### src/design/oef_pkg.sv
// types, constants and codes shared by the one euro filter and its checker
package oef_pkg;

   // item field widths
   localparam int VALUE_WIDTH = 32;
   localparam int TIME_WIDTH  = 20;

   // internal widths
   localparam int RATE_WIDTH   = 48;
   localparam int MAG_WIDTH    = RATE_WIDTH + 1;
   localparam int BLEND_WIDTH  = MAG_WIDTH + 1;
   localparam int MUL_WIDTH    = 32;
   localparam int PROD_WIDTH   = 2 * MUL_WIDTH;
   localparam int REM_WIDTH    = 64;
   localparam int CUT_WIDTH    = 32;
   localparam int CNT_WIDTH    = 6;
   localparam int DT_WIDTH     = (TIME_WIDTH > 14) ? TIME_WIDTH : 14;
   localparam int NUM_WIDTH    = (VALUE_WIDTH + 20 > MAG_WIDTH) ? VALUE_WIDTH + 20 : MAG_WIDTH;
   localparam int NUM_HI_WIDTH = NUM_WIDTH - RATE_WIDTH;

   // configuration registers
   localparam int BASE_CUT_WIDTH     = 16;
   localparam int SPEED_GAIN_WIDTH   = 24;
   localparam int DERIV_CUTOFF_WIDTH = 16;
   localparam int CSR_DATA_WIDTH     = 24;
   localparam int CSR_INDEX_WIDTH    = 2;

   localparam logic [CSR_INDEX_WIDTH-1:0] CSR_BASE_CUT     = 2'd0;
   localparam logic [CSR_INDEX_WIDTH-1:0] CSR_SPEED_GAIN   = 2'd1;
   localparam logic [CSR_INDEX_WIDTH-1:0] CSR_DERIV_CUTOFF = 2'd2;

   localparam logic [BASE_CUT_WIDTH-1:0]     BASE_CUT_RESET     = 16'd256;
   localparam logic [SPEED_GAIN_WIDTH-1:0]   SPEED_GAIN_RESET   = 24'd0;
   localparam logic [DERIV_CUTOFF_WIDTH-1:0] DERIV_CUTOFF_RESET = 16'd256;

   // arithmetic constants
   localparam logic [13:0]           ZERO_DT_US     = 14'd11111;
   localparam logic [MUL_WIDTH-1:0]  US_PER_SECOND  = 32'd1000000;
   localparam logic [REM_WIDTH-1:0]  GAIN_K         = 64'd10430378350;
   localparam logic [PROD_WIDTH-1:0] PRODUCT_CAP    = 64'h003F_FFFF_FFFF_FFFF;
   localparam logic [RATE_WIDTH-1:0] RATE_POS_LIMIT = 48'h7FFF_FFFF_FFFF;
   localparam logic [RATE_WIDTH-1:0] RATE_NEG_LIMIT = 48'h8000_0000_0000;
   localparam logic [CUT_WIDTH-1:0]  CUTOFF_MAX     = 32'hFFFF_FFFF;
   localparam logic [31:0]           ROUND_HALF     = 32'h8000_0000;

   localparam logic [CNT_WIDTH-1:0] RATE_DIV_LAST = 6'd47;
   localparam logic [CNT_WIDTH-1:0] GAIN_DIV_LAST = 6'd31;

   // item modes
   localparam logic MODE_FILTER = 1'b0;
   localparam logic MODE_CLEAR  = 1'b1;

   typedef struct packed {
      logic                          mode;
      logic signed [VALUE_WIDTH-1:0] sample;
      logic [TIME_WIDTH-1:0]         elapsed_us;
   } req_type;

   typedef struct packed {
      logic signed [VALUE_WIDTH-1:0] smoothed;
      logic                          primed;
   } rsp_type;

   typedef enum logic [4:0] {
      ST_IDLE,
      ST_DIFF,
      ST_RATE_MUL_LO,
      ST_RATE_MUL_HI,
      ST_RATE_SUM,
      ST_RATE_SETUP,
      ST_RATE_DIV,
      ST_RATE_SAT,
      ST_GAIN_MUL,
      ST_GAIN_SETUP,
      ST_GAIN_DIV,
      ST_BLEND_DIFF,
      ST_BLEND_MUL_LO,
      ST_BLEND_MUL_HI,
      ST_BLEND_SUM,
      ST_CUT_MUL_LO,
      ST_CUT_MUL_HI,
      ST_CUT_SUM,
      ST_WRITE
   } state_type;

   // which quantity the shared blend and gain steps work on
   typedef enum logic {
      PH_RATE,
      PH_VALUE
   } phase_type;

endpackage

### src/design/one_euro_filter.sv
// one euro filter: adaptive low-pass filter over one signed q16.16 sample stream
//
// req channel: one item per sample (mode, sample, elapsed_us), valid/stall handshake.
//   mode clear drops the filter state so the next sample primes; it gives no result
//   and the block is ready again in the next cycle.
// rsp channel: one item (smoothed, primed) for each mode filter item, valid/stall.
// csr port: csr_write with csr_index 0 base cutoff, 1 speed_gain, 2 derivative_cutoff;
//   other indexes are ignored. write only while the block is idle.
// sequence: a priming sample goes straight to the write state; a filtered sample runs
//   the whole sequence, and no new item is taken until it is done. the cost is set by
//   the shared shift-subtract divide step (48 steps for the raw derivative, 32 steps
//   for each of the two gains) plus the shared 32x32 multiplier passes.
// req_stall is high whenever the sequencer is not idle. the result register lets the
//   next item be accepted while a finished result waits; if rsp is still stalled when
//   the next result is ready, the sequencer waits in its write state.
// reset (synchronous, active high) clears the sequencer, the result valid flag, the
//   started flag and restores the configuration register defaults.
module one_euro_filter
   import oef_pkg::*;
(
   input  logic                          clock,
   input  logic                          reset,
   input  logic                          req_valid,
   output logic                          req_stall,
   input  req_type                       req_data,
   output logic                          rsp_valid,
   input  logic                          rsp_stall,
   output rsp_type                       rsp_data,
   input  logic                          csr_write,
   input  logic [CSR_INDEX_WIDTH-1:0]    csr_index,
   input  logic [CSR_DATA_WIDTH-1:0]     csr_wdata
);

   // control state
   state_type state_ff, state_in;
   phase_type phase_ff, phase_in;
   logic      started_ff, started_in;
   logic      rsp_valid_ff, rsp_valid_in;

   // configuration
   logic [BASE_CUT_WIDTH-1:0]     base_cut_ff;
   logic [SPEED_GAIN_WIDTH-1:0]   speed_gain_ff;
   logic [DERIV_CUTOFF_WIDTH-1:0] deriv_cutoff_ff;

   // filter state and working registers
   logic signed [VALUE_WIDTH-1:0] last_value_ff, last_value_in;
   logic signed [RATE_WIDTH-1:0]  last_rate_ff, last_rate_in;
   logic signed [RATE_WIDTH-1:0]  raw_rate_ff, raw_rate_in;
   logic signed [VALUE_WIDTH-1:0] x_ff, x_in;
   logic [DT_WIDTH-1:0]           t_ff, t_in;
   logic                          primed_ff, primed_in;
   logic [MAG_WIDTH-1:0]          mag_ff, mag_in;
   logic                          neg_ff, neg_in;
   logic [PROD_WIDTH-1:0]         prod_ff, prod_in;
   logic [31:0]                   acc_ff, acc_in;
   logic [NUM_WIDTH-1:0]          num_ff, num_in;
   logic [REM_WIDTH-1:0]          rem_ff, rem_in;
   logic [REM_WIDTH-1:0]          div_ff, div_in;
   logic [RATE_WIDTH-1:0]         quo_ff, quo_in;
   logic [CNT_WIDTH-1:0]          cnt_ff, cnt_in;
   logic                          ovf_ff, ovf_in;
   logic [CUT_WIDTH-1:0]          cutoff_ff, cutoff_in;
   rsp_type                       rsp_data_ff, rsp_data_in;

   // shared units
   logic [MUL_WIDTH-1:0]          mul_a, mul_b;
   logic [REM_WIDTH-1:0]          trial;
   logic                          trial_ge;
   logic signed [BLEND_WIDTH-1:0] cur_ext, prev_ext, bl_diff;
   logic [BLEND_WIDTH-1:0]        bl_abs, bl_step, bl_res;
   logic [RATE_WIDTH-1:0]         rate_abs, rate_limit, rate_mag;
   logic [DT_WIDTH-1:0]           t_sample;
   logic                          req_fire, out_free;

   assign req_stall = (state_ff != ST_IDLE);
   assign req_fire  = req_valid && !req_stall;
   assign out_free  = !rsp_valid_ff || !rsp_stall;
   assign rsp_valid = rsp_valid_ff;
   assign rsp_data  = rsp_data_ff;

   // a zero elapsed time stands for 1/90 s
   assign t_sample = (req_data.elapsed_us == '0) ? DT_WIDTH'(ZERO_DT_US)
                                                 : DT_WIDTH'(req_data.elapsed_us);

   // shift-subtract divide step: remainder and numerator/quotient shift together
   assign trial    = {rem_ff[REM_WIDTH-2:0], quo_ff[RATE_WIDTH-1]};
   assign trial_ge = (trial >= div_ff);

   // blend operands: derivative phase works on the rate, value phase on the sample
   assign cur_ext  = (phase_ff == PH_VALUE) ? BLEND_WIDTH'(x_ff) : BLEND_WIDTH'(raw_rate_ff);
   assign prev_ext = (phase_ff == PH_VALUE) ? BLEND_WIDTH'(last_value_ff)
                                            : BLEND_WIDTH'(last_rate_ff);
   assign bl_diff  = cur_ext - prev_ext;
   assign bl_abs   = bl_diff[BLEND_WIDTH-1] ? BLEND_WIDTH'(-bl_diff) : BLEND_WIDTH'(bl_diff);
   assign bl_step  = BLEND_WIDTH'(prod_ff) + BLEND_WIDTH'(acc_ff);
   assign bl_res   = neg_ff ? BLEND_WIDTH'(prev_ext) - bl_step
                            : BLEND_WIDTH'(prev_ext) + bl_step;

   // |rate| for the cutoff, at most 2^47
   assign rate_abs = last_rate_ff[RATE_WIDTH-1] ? RATE_WIDTH'(-last_rate_ff)
                                                : RATE_WIDTH'(last_rate_ff);

   // raw derivative saturation, negative side reaches one further
   assign rate_limit = neg_ff ? RATE_NEG_LIMIT : RATE_POS_LIMIT;
   assign rate_mag   = (ovf_ff || (quo_ff > rate_limit)) ? rate_limit : quo_ff;

   // registered 32x32 multiplier
   assign prod_in = {{(PROD_WIDTH-MUL_WIDTH){1'b0}}, mul_a}
                  * {{(PROD_WIDTH-MUL_WIDTH){1'b0}}, mul_b};

   // sequencer next state
   always_comb begin
      state_in = state_ff;
      case (state_ff)
         ST_IDLE: begin
            if (req_fire && (req_data.mode == MODE_FILTER)) begin
               state_in = started_ff ? ST_DIFF : ST_WRITE;
            end
         end
         ST_DIFF:         state_in = ST_RATE_MUL_LO;
         ST_RATE_MUL_LO:  state_in = ST_RATE_MUL_HI;
         ST_RATE_MUL_HI:  state_in = ST_RATE_SUM;
         ST_RATE_SUM:     state_in = ST_RATE_SETUP;
         ST_RATE_SETUP:   state_in = ST_RATE_DIV;
         ST_RATE_DIV: begin
            if (cnt_ff == '0) begin
               state_in = ST_RATE_SAT;
            end
         end
         ST_RATE_SAT:     state_in = ST_GAIN_MUL;
         ST_GAIN_MUL:     state_in = ST_GAIN_SETUP;
         ST_GAIN_SETUP:   state_in = ST_GAIN_DIV;
         ST_GAIN_DIV: begin
            if (cnt_ff == '0) begin
               state_in = ST_BLEND_DIFF;
            end
         end
         ST_BLEND_DIFF:   state_in = ST_BLEND_MUL_LO;
         ST_BLEND_MUL_LO: state_in = ST_BLEND_MUL_HI;
         ST_BLEND_MUL_HI: state_in = ST_BLEND_SUM;
         ST_BLEND_SUM:    state_in = (phase_ff == PH_RATE) ? ST_CUT_MUL_LO : ST_WRITE;
         ST_CUT_MUL_LO:   state_in = ST_CUT_MUL_HI;
         ST_CUT_MUL_HI:   state_in = ST_CUT_SUM;
         ST_CUT_SUM:      state_in = ST_GAIN_MUL;
         ST_WRITE: begin
            if (out_free) begin
               state_in = ST_IDLE;
            end
         end
         default:         state_in = ST_IDLE;
      endcase
   end

   // datapath and outputs per sequencer step
   always_comb begin
      phase_in      = phase_ff;
      started_in    = started_ff;
      last_value_in = last_value_ff;
      last_rate_in  = last_rate_ff;
      raw_rate_in   = raw_rate_ff;
      x_in          = x_ff;
      t_in          = t_ff;
      primed_in     = primed_ff;
      mag_in        = mag_ff;
      neg_in        = neg_ff;
      acc_in        = acc_ff;
      num_in        = num_ff;
      rem_in        = rem_ff;
      div_in        = div_ff;
      quo_in        = quo_ff;
      cnt_in        = cnt_ff;
      ovf_in        = ovf_ff;
      cutoff_in     = cutoff_ff;
      rsp_data_in   = rsp_data_ff;
      mul_a         = '0;
      mul_b         = '0;
      rsp_valid_in  = rsp_valid_ff && rsp_stall;

      case (state_ff)
         ST_IDLE: begin
            if (req_fire) begin
               if (req_data.mode == MODE_CLEAR) begin
                  started_in = 1'b0;
               end else begin
                  x_in     = req_data.sample;
                  t_in     = t_sample;
                  phase_in = PH_VALUE;
                  if (!started_ff) begin
                     // first sample passes through and primes the state
                     started_in    = 1'b1;
                     primed_in     = 1'b1;
                     last_value_in = req_data.sample;
                     last_rate_in  = '0;
                  end else begin
                     primed_in = 1'b0;
                  end
               end
            end
         end
         ST_DIFF, ST_BLEND_DIFF: begin
            neg_in = bl_diff[BLEND_WIDTH-1];
            mag_in = bl_abs[MAG_WIDTH-1:0];
         end
         ST_RATE_MUL_LO: begin
            // |diff| * 1e6 in two halves
            mul_a = mag_ff[MUL_WIDTH-1:0];
            mul_b = US_PER_SECOND;
         end
         ST_RATE_MUL_HI: begin
            num_in = NUM_WIDTH'(prod_ff);
            mul_a  = MUL_WIDTH'(mag_ff[MAG_WIDTH-1:MUL_WIDTH]);
            mul_b  = US_PER_SECOND;
         end
         ST_RATE_SUM: begin
            num_in = num_ff + NUM_WIDTH'({prod_ff, 32'd0});
         end
         ST_RATE_SETUP: begin
            // upper numerator bits seed the remainder; if they reach dt the
            // quotient is past any limit
            rem_in = REM_WIDTH'(num_ff[NUM_WIDTH-1:RATE_WIDTH]);
            div_in = REM_WIDTH'(t_ff);
            quo_in = num_ff[RATE_WIDTH-1:0];
            ovf_in = (REM_WIDTH'(num_ff[NUM_WIDTH-1:RATE_WIDTH]) >= REM_WIDTH'(t_ff));
            cnt_in = RATE_DIV_LAST;
         end
         ST_RATE_DIV, ST_GAIN_DIV: begin
            rem_in = trial_ge ? trial - div_ff : trial;
            quo_in = {quo_ff[RATE_WIDTH-2:0], trial_ge};
            cnt_in = cnt_ff - 1'b1;
         end
         ST_RATE_SAT: begin
            raw_rate_in = neg_ff ? RATE_WIDTH'(-rate_mag) : rate_mag;
            phase_in    = PH_RATE;
         end
         ST_GAIN_MUL: begin
            mul_a = (phase_ff == PH_RATE) ? MUL_WIDTH'(deriv_cutoff_ff) : cutoff_ff;
            mul_b = MUL_WIDTH'(t_ff);
         end
         ST_GAIN_SETUP: begin
            // gain = floor(p * 2^32 / (p + k)), p = min(cutoff*dt, cap) * 256
            rem_in = REM_WIDTH'({((prod_ff > PRODUCT_CAP) ? PRODUCT_CAP : prod_ff), 8'd0});
            div_in = REM_WIDTH'({((prod_ff > PRODUCT_CAP) ? PRODUCT_CAP : prod_ff), 8'd0})
                     + GAIN_K;
            quo_in = '0;
            cnt_in = GAIN_DIV_LAST;
         end
         ST_BLEND_MUL_LO: begin
            mul_a = mag_ff[MUL_WIDTH-1:0];
            mul_b = quo_ff[MUL_WIDTH-1:0];
         end
         ST_BLEND_MUL_HI: begin
            // rounded low partial product
            acc_in = 32'(({1'b0, prod_ff} + {33'd0, ROUND_HALF}) >> 32);
            mul_a  = MUL_WIDTH'(mag_ff[MAG_WIDTH-1:MUL_WIDTH]);
            mul_b  = quo_ff[MUL_WIDTH-1:0];
         end
         ST_BLEND_SUM: begin
            if (phase_ff == PH_RATE) begin
               last_rate_in = bl_res[RATE_WIDTH-1:0];
            end else begin
               last_value_in = bl_res[VALUE_WIDTH-1:0];
            end
         end
         ST_CUT_MUL_LO: begin
            mul_a = MUL_WIDTH'(speed_gain_ff);
            mul_b = MUL_WIDTH'(rate_abs[23:0]);
         end
         ST_CUT_MUL_HI: begin
            acc_in = 32'(prod_ff >> 24);
            mul_a  = MUL_WIDTH'(speed_gain_ff);
            mul_b  = MUL_WIDTH'(rate_abs[RATE_WIDTH-1:24]);
         end
         ST_CUT_SUM: begin
            if ((BLEND_WIDTH'(prod_ff) + BLEND_WIDTH'(acc_ff) + BLEND_WIDTH'(base_cut_ff))
                > BLEND_WIDTH'(CUTOFF_MAX)) begin
               cutoff_in = CUTOFF_MAX;
            end else begin
               cutoff_in = CUT_WIDTH'(BLEND_WIDTH'(prod_ff) + BLEND_WIDTH'(acc_ff)
                                      + BLEND_WIDTH'(base_cut_ff));
            end
            phase_in = PH_VALUE;
         end
         ST_WRITE: begin
            if (out_free) begin
               rsp_valid_in         = 1'b1;
               rsp_data_in.smoothed = last_value_ff;
               rsp_data_in.primed   = primed_ff;
            end
         end
         default: begin
            rsp_valid_in = rsp_valid_ff && rsp_stall;
         end
      endcase
   end

   // control registers
   always_ff @(posedge clock) begin
      if (reset) begin
         state_ff        <= ST_IDLE;
         phase_ff        <= PH_VALUE;
         started_ff      <= 1'b0;
         rsp_valid_ff    <= 1'b0;
         base_cut_ff     <= BASE_CUT_RESET;
         speed_gain_ff   <= SPEED_GAIN_RESET;
         deriv_cutoff_ff <= DERIV_CUTOFF_RESET;
      end else begin
         state_ff     <= state_in;
         phase_ff     <= phase_in;
         started_ff   <= started_in;
         rsp_valid_ff <= rsp_valid_in;
         if (csr_write) begin
            case (csr_index)
               CSR_BASE_CUT:     base_cut_ff     <= csr_wdata[BASE_CUT_WIDTH-1:0];
               CSR_SPEED_GAIN:   speed_gain_ff   <= csr_wdata[SPEED_GAIN_WIDTH-1:0];
               CSR_DERIV_CUTOFF: deriv_cutoff_ff <= csr_wdata[DERIV_CUTOFF_WIDTH-1:0];
               default: begin
                  // unused index, write dropped
               end
            endcase
         end
      end
   end

   // payload registers
   always_ff @(posedge clock) begin
      last_value_ff <= last_value_in;
      last_rate_ff  <= last_rate_in;
      raw_rate_ff   <= raw_rate_in;
      x_ff          <= x_in;
      t_ff          <= t_in;
      primed_ff     <= primed_in;
      mag_ff        <= mag_in;
      neg_ff        <= neg_in;
      prod_ff       <= prod_in;
      acc_ff        <= acc_in;
      num_ff        <= num_in;
      rem_ff        <= rem_in;
      div_ff        <= div_in;
      quo_ff        <= quo_in;
      cnt_ff        <= cnt_in;
      ovf_ff        <= ovf_in;
      cutoff_ff     <= cutoff_in;
      rsp_data_ff   <= rsp_data_in;
   end

endmodule

### config.mk
export PLATFORM = sky130hd
export DESIGN_NAME = one_euro_filter
export DESIGN_NICKNAME = d
export VERILOG_FILES = /design/src/design/oef_pkg.sv /design/src/design/one_euro_filter.sv
export SDC_FILE = /design/constraint.sdc
export NUM_CORES = 2
export LEC_CHECK = 0
export CORE_MARGIN = 4
export CORE_UTILIZATION = 55
export CTS_CLUSTER_SIZE = 25
export DETAILED_ROUTE_END_ITERATION = 10
export DONT_BUFFER_PORTS = 1
export GPL_TIMING_DRIVEN = 0
export PLACE_DENSITY = 0.81
export SLEW_MARGIN = 20
export SYNTH_ARGS = -nofsm -noshare
export SYNTH_HDL_FRONTEND = slang
export SYNTH_SLANG_ARGS = --single-unit
### constraint.sdc
create_clock -name clock -period 14.8 [get_ports clock]
set_input_delay 2.96 -clock clock [delete_from_list [all_inputs] [get_ports clock]]
set_output_delay 2.96 -clock clock [all_outputs]
set_load 0.05 [all_outputs]
======== Yosys cells after proc, flatten, opt, wreduce, memory -nomap -nowiden ========
Index checks and enable logic that the tools add are counted.
operators by class
  reduce and logical (&&, ||, !) cells .... 37
  $add $sub $neg .......................... 13
  equality and inequality tests ........... 29
  multiplexer cells ....................... 43
  multiply operators ...................... 1
  bitwise operators ....................... 1
  shift-type cells ........................ 0
  magnitude comparators ................... 5
  divide/modulo/power cells ............... 0
operators by type and width
  cell                                                   count
  two-way mux 48 bit                                     9
  case mux 63 bit (3 select lines)                       1
  two-way mux 32 bit                                     5
  case mux 32 bit (5 select lines)                       1
  case mux 48 bit (3 select lines)                       1
  case mux 32 bit (2 select lines)                       2
  case mux 32 bit (4 select lines)                       1
  case mux 64 bit (2 select lines)                       1
  case mux 52 bit (2 select lines)                       1
  two-way mux 50 bit                                     2
  negator 48 bit                                         2
  case mux 48 bit (2 select lines)                       1
  case mux 5 bit (18 select lines)                       1
  adder 64 x 32 -> 64 bit (second input constant)        1
  adder 64 x 34 -> 64 bit (second input constant)        1
  greater-or-equal comparator 64 bit                     1
  > comparator 64 x 54 -> 1 bit (second input constant)  1
  multiplier 32 x 32 -> 64 bit                           1
  two-way mux 63 bit                                     1
  subtractor 63 bit                                      1
  two-way mux 56 bit                                     1
  adder 52 bit                                           1
  adder 50 x 16 -> 50 bit                                1
  adder 50 x 32 -> 50 bit                                1
  37 further kinds                                       90
word-level totals
  word-level logic and storage cells ...... 155
  RAM bits ................................ 0
  flip-flop bits (word level) ............. 690
  memories ................................ 0
  input port bits ......................... 84
  ROM bits ................................ 0
  bits in latches ......................... 0

======== Depth between registers and ports, before layout ========
  word-level depth ........................ 6
  gate-level depth with buffers ........... 46

======== Least setup slack after synthesis ========
No wires, ideal clock.
  path kind ............................... flip-flop to flip-flop
  from .................................... register last_rate_ff[7]
  to ...................................... register prod_ff[59]
  path buffers ............................ 3
  setup time .............................. 106 ps
  data arrival time ....................... 11181 ps
  setup slack ............................. 3513 ps
  cell stages (with the launch flop) ...... 44
  cell sequence ........................... edfxtp_1 -> or4_1 -> or3_1 -> nand2b_1 -> nand2b_1 -> nand2b_1 -> or4_1 -> clkbuf_1 -> or4_1 -> o31ai_2 -> nand2_1 -> xor2_1 -> a221oi_2 -> buf_2 -> nor2_1 -> fa_1 -> inv_1 -> fa_1 -> (+8 left out) -> inv_1 -> fa_1 -> inv_1 -> ha_1 -> clkbuf_1 -> a21o_1 -> a21o_1 -> a221oi_1 -> o21ai_0 -> nand3_1 -> nand2_1 -> o31a_1 -> o211ai_1 -> a211oi_1 -> o31ai_1 -> a211oi_1 -> or2_2 -> o311ai_0
between the ends
  cells in the longest elaborated chain, start to end .. 4
ends and longest elaborated chain
  what                                  RTL line                source
  start: declaration                    one_euro_filter.sv:47   logic signed [RATE_WIDTH-1:0] last_rate_ff, last_rate_in;
  start signal: assignment              one_euro_filter.sv:327  last_rate_ff <= last_rate_in;
  negator 48 bit                        one_euro_filter.sv:100  assign rate_abs = last_rate_ff[RATE_WIDTH-1] ? RATE_WIDTH'(-last_rate_ff)
  two-way mux 48 bit (*)                one_euro_filter.sv:100
  case mux 32 bit (5 select lines) (*)  one_euro_filter.sv:179  case (state_ff)
  multiplier 32 x 32 -> 64 bit (*)      one_euro_filter.sv:109  * {{(PROD_WIDTH-MUL_WIDTH){1'b0}}, mul_b};
  named net prod_in[59]                 one_euro_filter.sv:54   logic [PROD_WIDTH-1:0] prod_ff, prod_in;
  end signal: assignment                one_euro_filter.sv:334  prod_ff <= prod_in;
  end: declaration                      one_euro_filter.sv:54
Mark *: on every way through the listed nets, which the timed path passes. The rest lies on a longest branch.
A chain may end at the register's enable or synchronous reset.

======== Final worst setup path ========
  from .................................... register last_rate_ff[8]
  to ...................................... register prod_ff[55]
Same word-level chain as after synthesis.

==> out/qor.csv <==
metric,value,unit
status,finished clean,
"commonest non-fill, non-tap cell in the layout",inv_1,
Max clock buf depth,3,
P&R area growth vs syn,8.495,%
Worst Hold Endpoint,rsp_data[0],
vias per cell,6.486,
io pins,119,
worst setup path class,reg -> reg,
worst vdd ir,0.1908,mV
Post-synth EDFFs,562,
WHS Path Cells,0,
layout cells sized above 1,4.603,%
WL met1,124.7,mm
RR Endpoint,prod_ff[55],
Met3 Wirelength,50.53,mm
core area,145900,µm²
Final setup viols,0,
dpl hpwl,293.1,mm
cts-stage hold buffer count,0,
Clock Tree Root,clkbuf_16,
CP startpoint kind,flop,
FMAX,70.43,MHz
setup repair bufs after CTS,0,
Cell Rows,140,
worst reg2reg startpoint,last_rate_ff[8],
Worst-Skew Late Latency,0.76,ns
Detail Route Antenna Nets,0,
"Slew Viols, Final",0,
Max-Slew Margin vs Limit,11.81,%
highest-count cells in the layout ignoring fill and taps,"1314 x inv_1, 1167 x nand2_1, 902 x fa_1",
top_reg_cell synth,edfxtp_1,
Worst R2R Setup Slack,0.60,ns
Filler cells,12720,
routed vias,73020,
DP Cell Count,11080,
CTS tree,done,
first-pass GRT wire length,506.4,mm
mean routed wirelength per cell,31.89,µm
Min-Delay Path Class,reg -> reg,
sequential-to-total area share from yosys stat,24.01,%
Synth Warn #,0,
crit share post-route,95.93,%
filler-free cell count of the finished design,11260,
Max Cap Violations,0,
final hold violation count,0,
Netlist Area Pre-Place,80960,µm²
nets@finish,10790,
Slew @ Worst Pin,1.323,ns
cell count after synthesis,9102,
CP peak stage delay,0.94,ns
total CTS buffers,81,
DR top layer,met5,
PortBufs,0,
net count after synthesis,10640,
Static Leak,38.43,nW
"FFs w/ async S/R, synth",0,%
endpoint arrival time on the critical path,14.76,ns
initial antenna violation count,28,
Min Hold Slack,0.4371,ns
Hold Path Origin,primed_ff,
Die Wd,391.7,µm
post-synthesis average cell area,8.895,µm²
gr ovfl total,0,
largest net degree at the start of global routing,34,
Worst EP required,15.36,ns
synthesized flop and latch total,690,
Synth cell types,107,
CP dominant cell by count,fa_1,
Final min period,14.20,ns
clk_skew,0.08150,ns
GR Util All Layers,46.57,%
total clock sinks,690,
DRC violations left,0,
vias in the first global route,71820,
"Reg clk slew, reported paths",0.06,ns
initial core utilization,55.48,%
WL final,359.0,mm
gp weighted congestion,1.100,
chip height,391.7,µm
CTS H-Tree Depth,3,
Die ar.,153400,µm²
first drt pass iteration count,10,
post-CTS sizing,0,
met2 WL post-DR,146.8,mm
Setup TNS Final,0,ns
Critical Path Fanout Max,10,
RSZ-0062 raised after global routing,no,
worst-case reg-to-reg path depth,39,
Initial DRC Count,9317,
total power per unit cell area,165.7,nW/µm²
CP endpoint kind,flop,
Crit-path slowest cell,clkbuf_1,
cells by family (layout without fill, tap and decap cells):
| logic type | after synthesis | count (layout) | synth area share, % |
|---|---|---|---|
| other cells | 1 | 23 | 0.004632 |
| flops | 690 | 690 | 24.01 |
| compound gates | 1735 | 1735 | 14.15 |
| xor+xnor | 480 | 480 | 5.216 |
| buf+inv | 1790 | 2007 | 8.415 |
| fa+ha+maj | 1451 | 1451 | 30.79 |
| simple gates | 2823 | 2823 | 15.73 |
| mux | 132 | 132 | 1.688 |
through the flow:
step,setup slack (ns),power [mW],util (%),area (µm²)
3_3_place_gp,0.5390,11.68,57.13,83360
5_1_grt,0.1608,15.09,60.16,87790
3_5_place_dp,1.133,11.95,58.19,84900
4_1_cts,0.9979,14.15,60.13,87730
6_report,0.6024,14.56,60.20,87840
2_1_floorplan,3.513,8.199,-,80960
cells in the mapped netlist (all sizes together), types with 20 or more instances:
cell | count | area share, %
o31ai | 51 | 0.48
or3 | 57 | 0.45
nand2b | 66 | 0.51
xor2 | 223 | 2.4
and3 | 50 | 0.39
dfxtp | 128 | 3.2
clkbuf | 420 | 1.9
ha | 549 | 8.5
o21a | 56 | 0.52
a211oi | 42 | 0.39
o21bai | 29 | 0.27
a22o | 56 | 0.61
or2 | 36 | 0.28
o211ai | 35 | 0.34
nand4 | 76 | 0.60
a221o | 28 | 0.35
a22oi | 30 | 0.28
edfxtp | 562 | 21
nand2 | 1167 | 5.4
and2 | 109 | 0.84
a211o | 20 | 0.22
nor4 | 43 | 0.38
a221oi | 40 | 0.47
o221ai | 32 | 0.36
or4 | 33 | 0.31
nand3 | 137 | 0.85
mux2 | 36 | 0.50
mux2i | 96 | 1.2
inv | 1314 | 6.1
fa | 902 | 22
o21ai | 402 | 2.5
buf | 55 | 0.37
nor2 | 783 | 3.6
xnor2 | 257 | 2.8
nor3 | 131 | 0.84
a21oi | 443 | 2.7
a31oi | 45 | 0.35
a21o | 228 | 2.1
nor2b | 57 | 0.44
cell type report:
cell class | instances | area [µm²] | share of cell area (%)
Sequential cell | 690 | 19440 | 22.13
Multi-Input combinational cell | 6622 | 55260 | 62.92
Tap cell | 1917 | 2399 | 2.731
Timing Repair Buffer | 67 | 1022 | 1.164
Clock buffer | 97 | 2190 | 2.493
Clock inverter | 53 | 640.6 | 0.7293
Buffer | 475 | 1893 | 2.155
Inverter | 1315 | 4936 | 5.619
Antenna cell | 22 | 55.05 | 0.06268
worst max path at each step:
stage / start / to
floorplan: last_rate_ff[7] / prod_ff[59]
global placement: last_rate_ff[8] / prod_ff[59]
detailed placement: last_rate_ff[8] / prod_ff[59]
CTS: last_rate_ff[8] / prod_ff[59]
global route: last_rate_ff[8] / prod_ff[59]
finish: last_rate_ff[8] / prod_ff[55]
power breakdown:
group	total (mW)	switching (mW)	leakage, nW	internal [mW]
Combinational	9.49	6.56	30.9	2.92
Clock	2.16	0.948	1.35	1.22
Sequential	2.90	0.415	6.19	2.49
Total	14.6	7.93	38.4	6.63
state kept, by name (all words and copies together), names as in the netlist, 5 cells and up:
register and flops:
cutoff_ff 32, speed_gain_ff 24, state_ff 5, rsp_data 33
div_ff 64, mag_ff 49, last_value_ff 32, last_rate_ff 48
t_ff 20, num_ff 52, quo_ff 48, raw_rate_ff 48
acc_ff 32, x_ff 32, base_cut_ff 16, rem_ff 63
deriv_cutoff_ff 16, prod_ff 64, cnt_ff 6
worst max-delay path, delay by kind of cell (launching register included):
kind            cells  cell delay [ns]
xor+xnor            1             0.52
flops               1             0.61
buf+inv             8             2.53
compound gates     10             2.96
fa+ha+maj           9             4.55
simple gates       11             2.80
layer usage:
layer	vias to the layer above	track usage, %
met5	-	0.4147
met4	20	36.73
met3	1411	17.63
met2	5317	66.88
met1	35570	56.09
li1	30700	-
No activity file was read; power rests on OpenSTA's default activity.
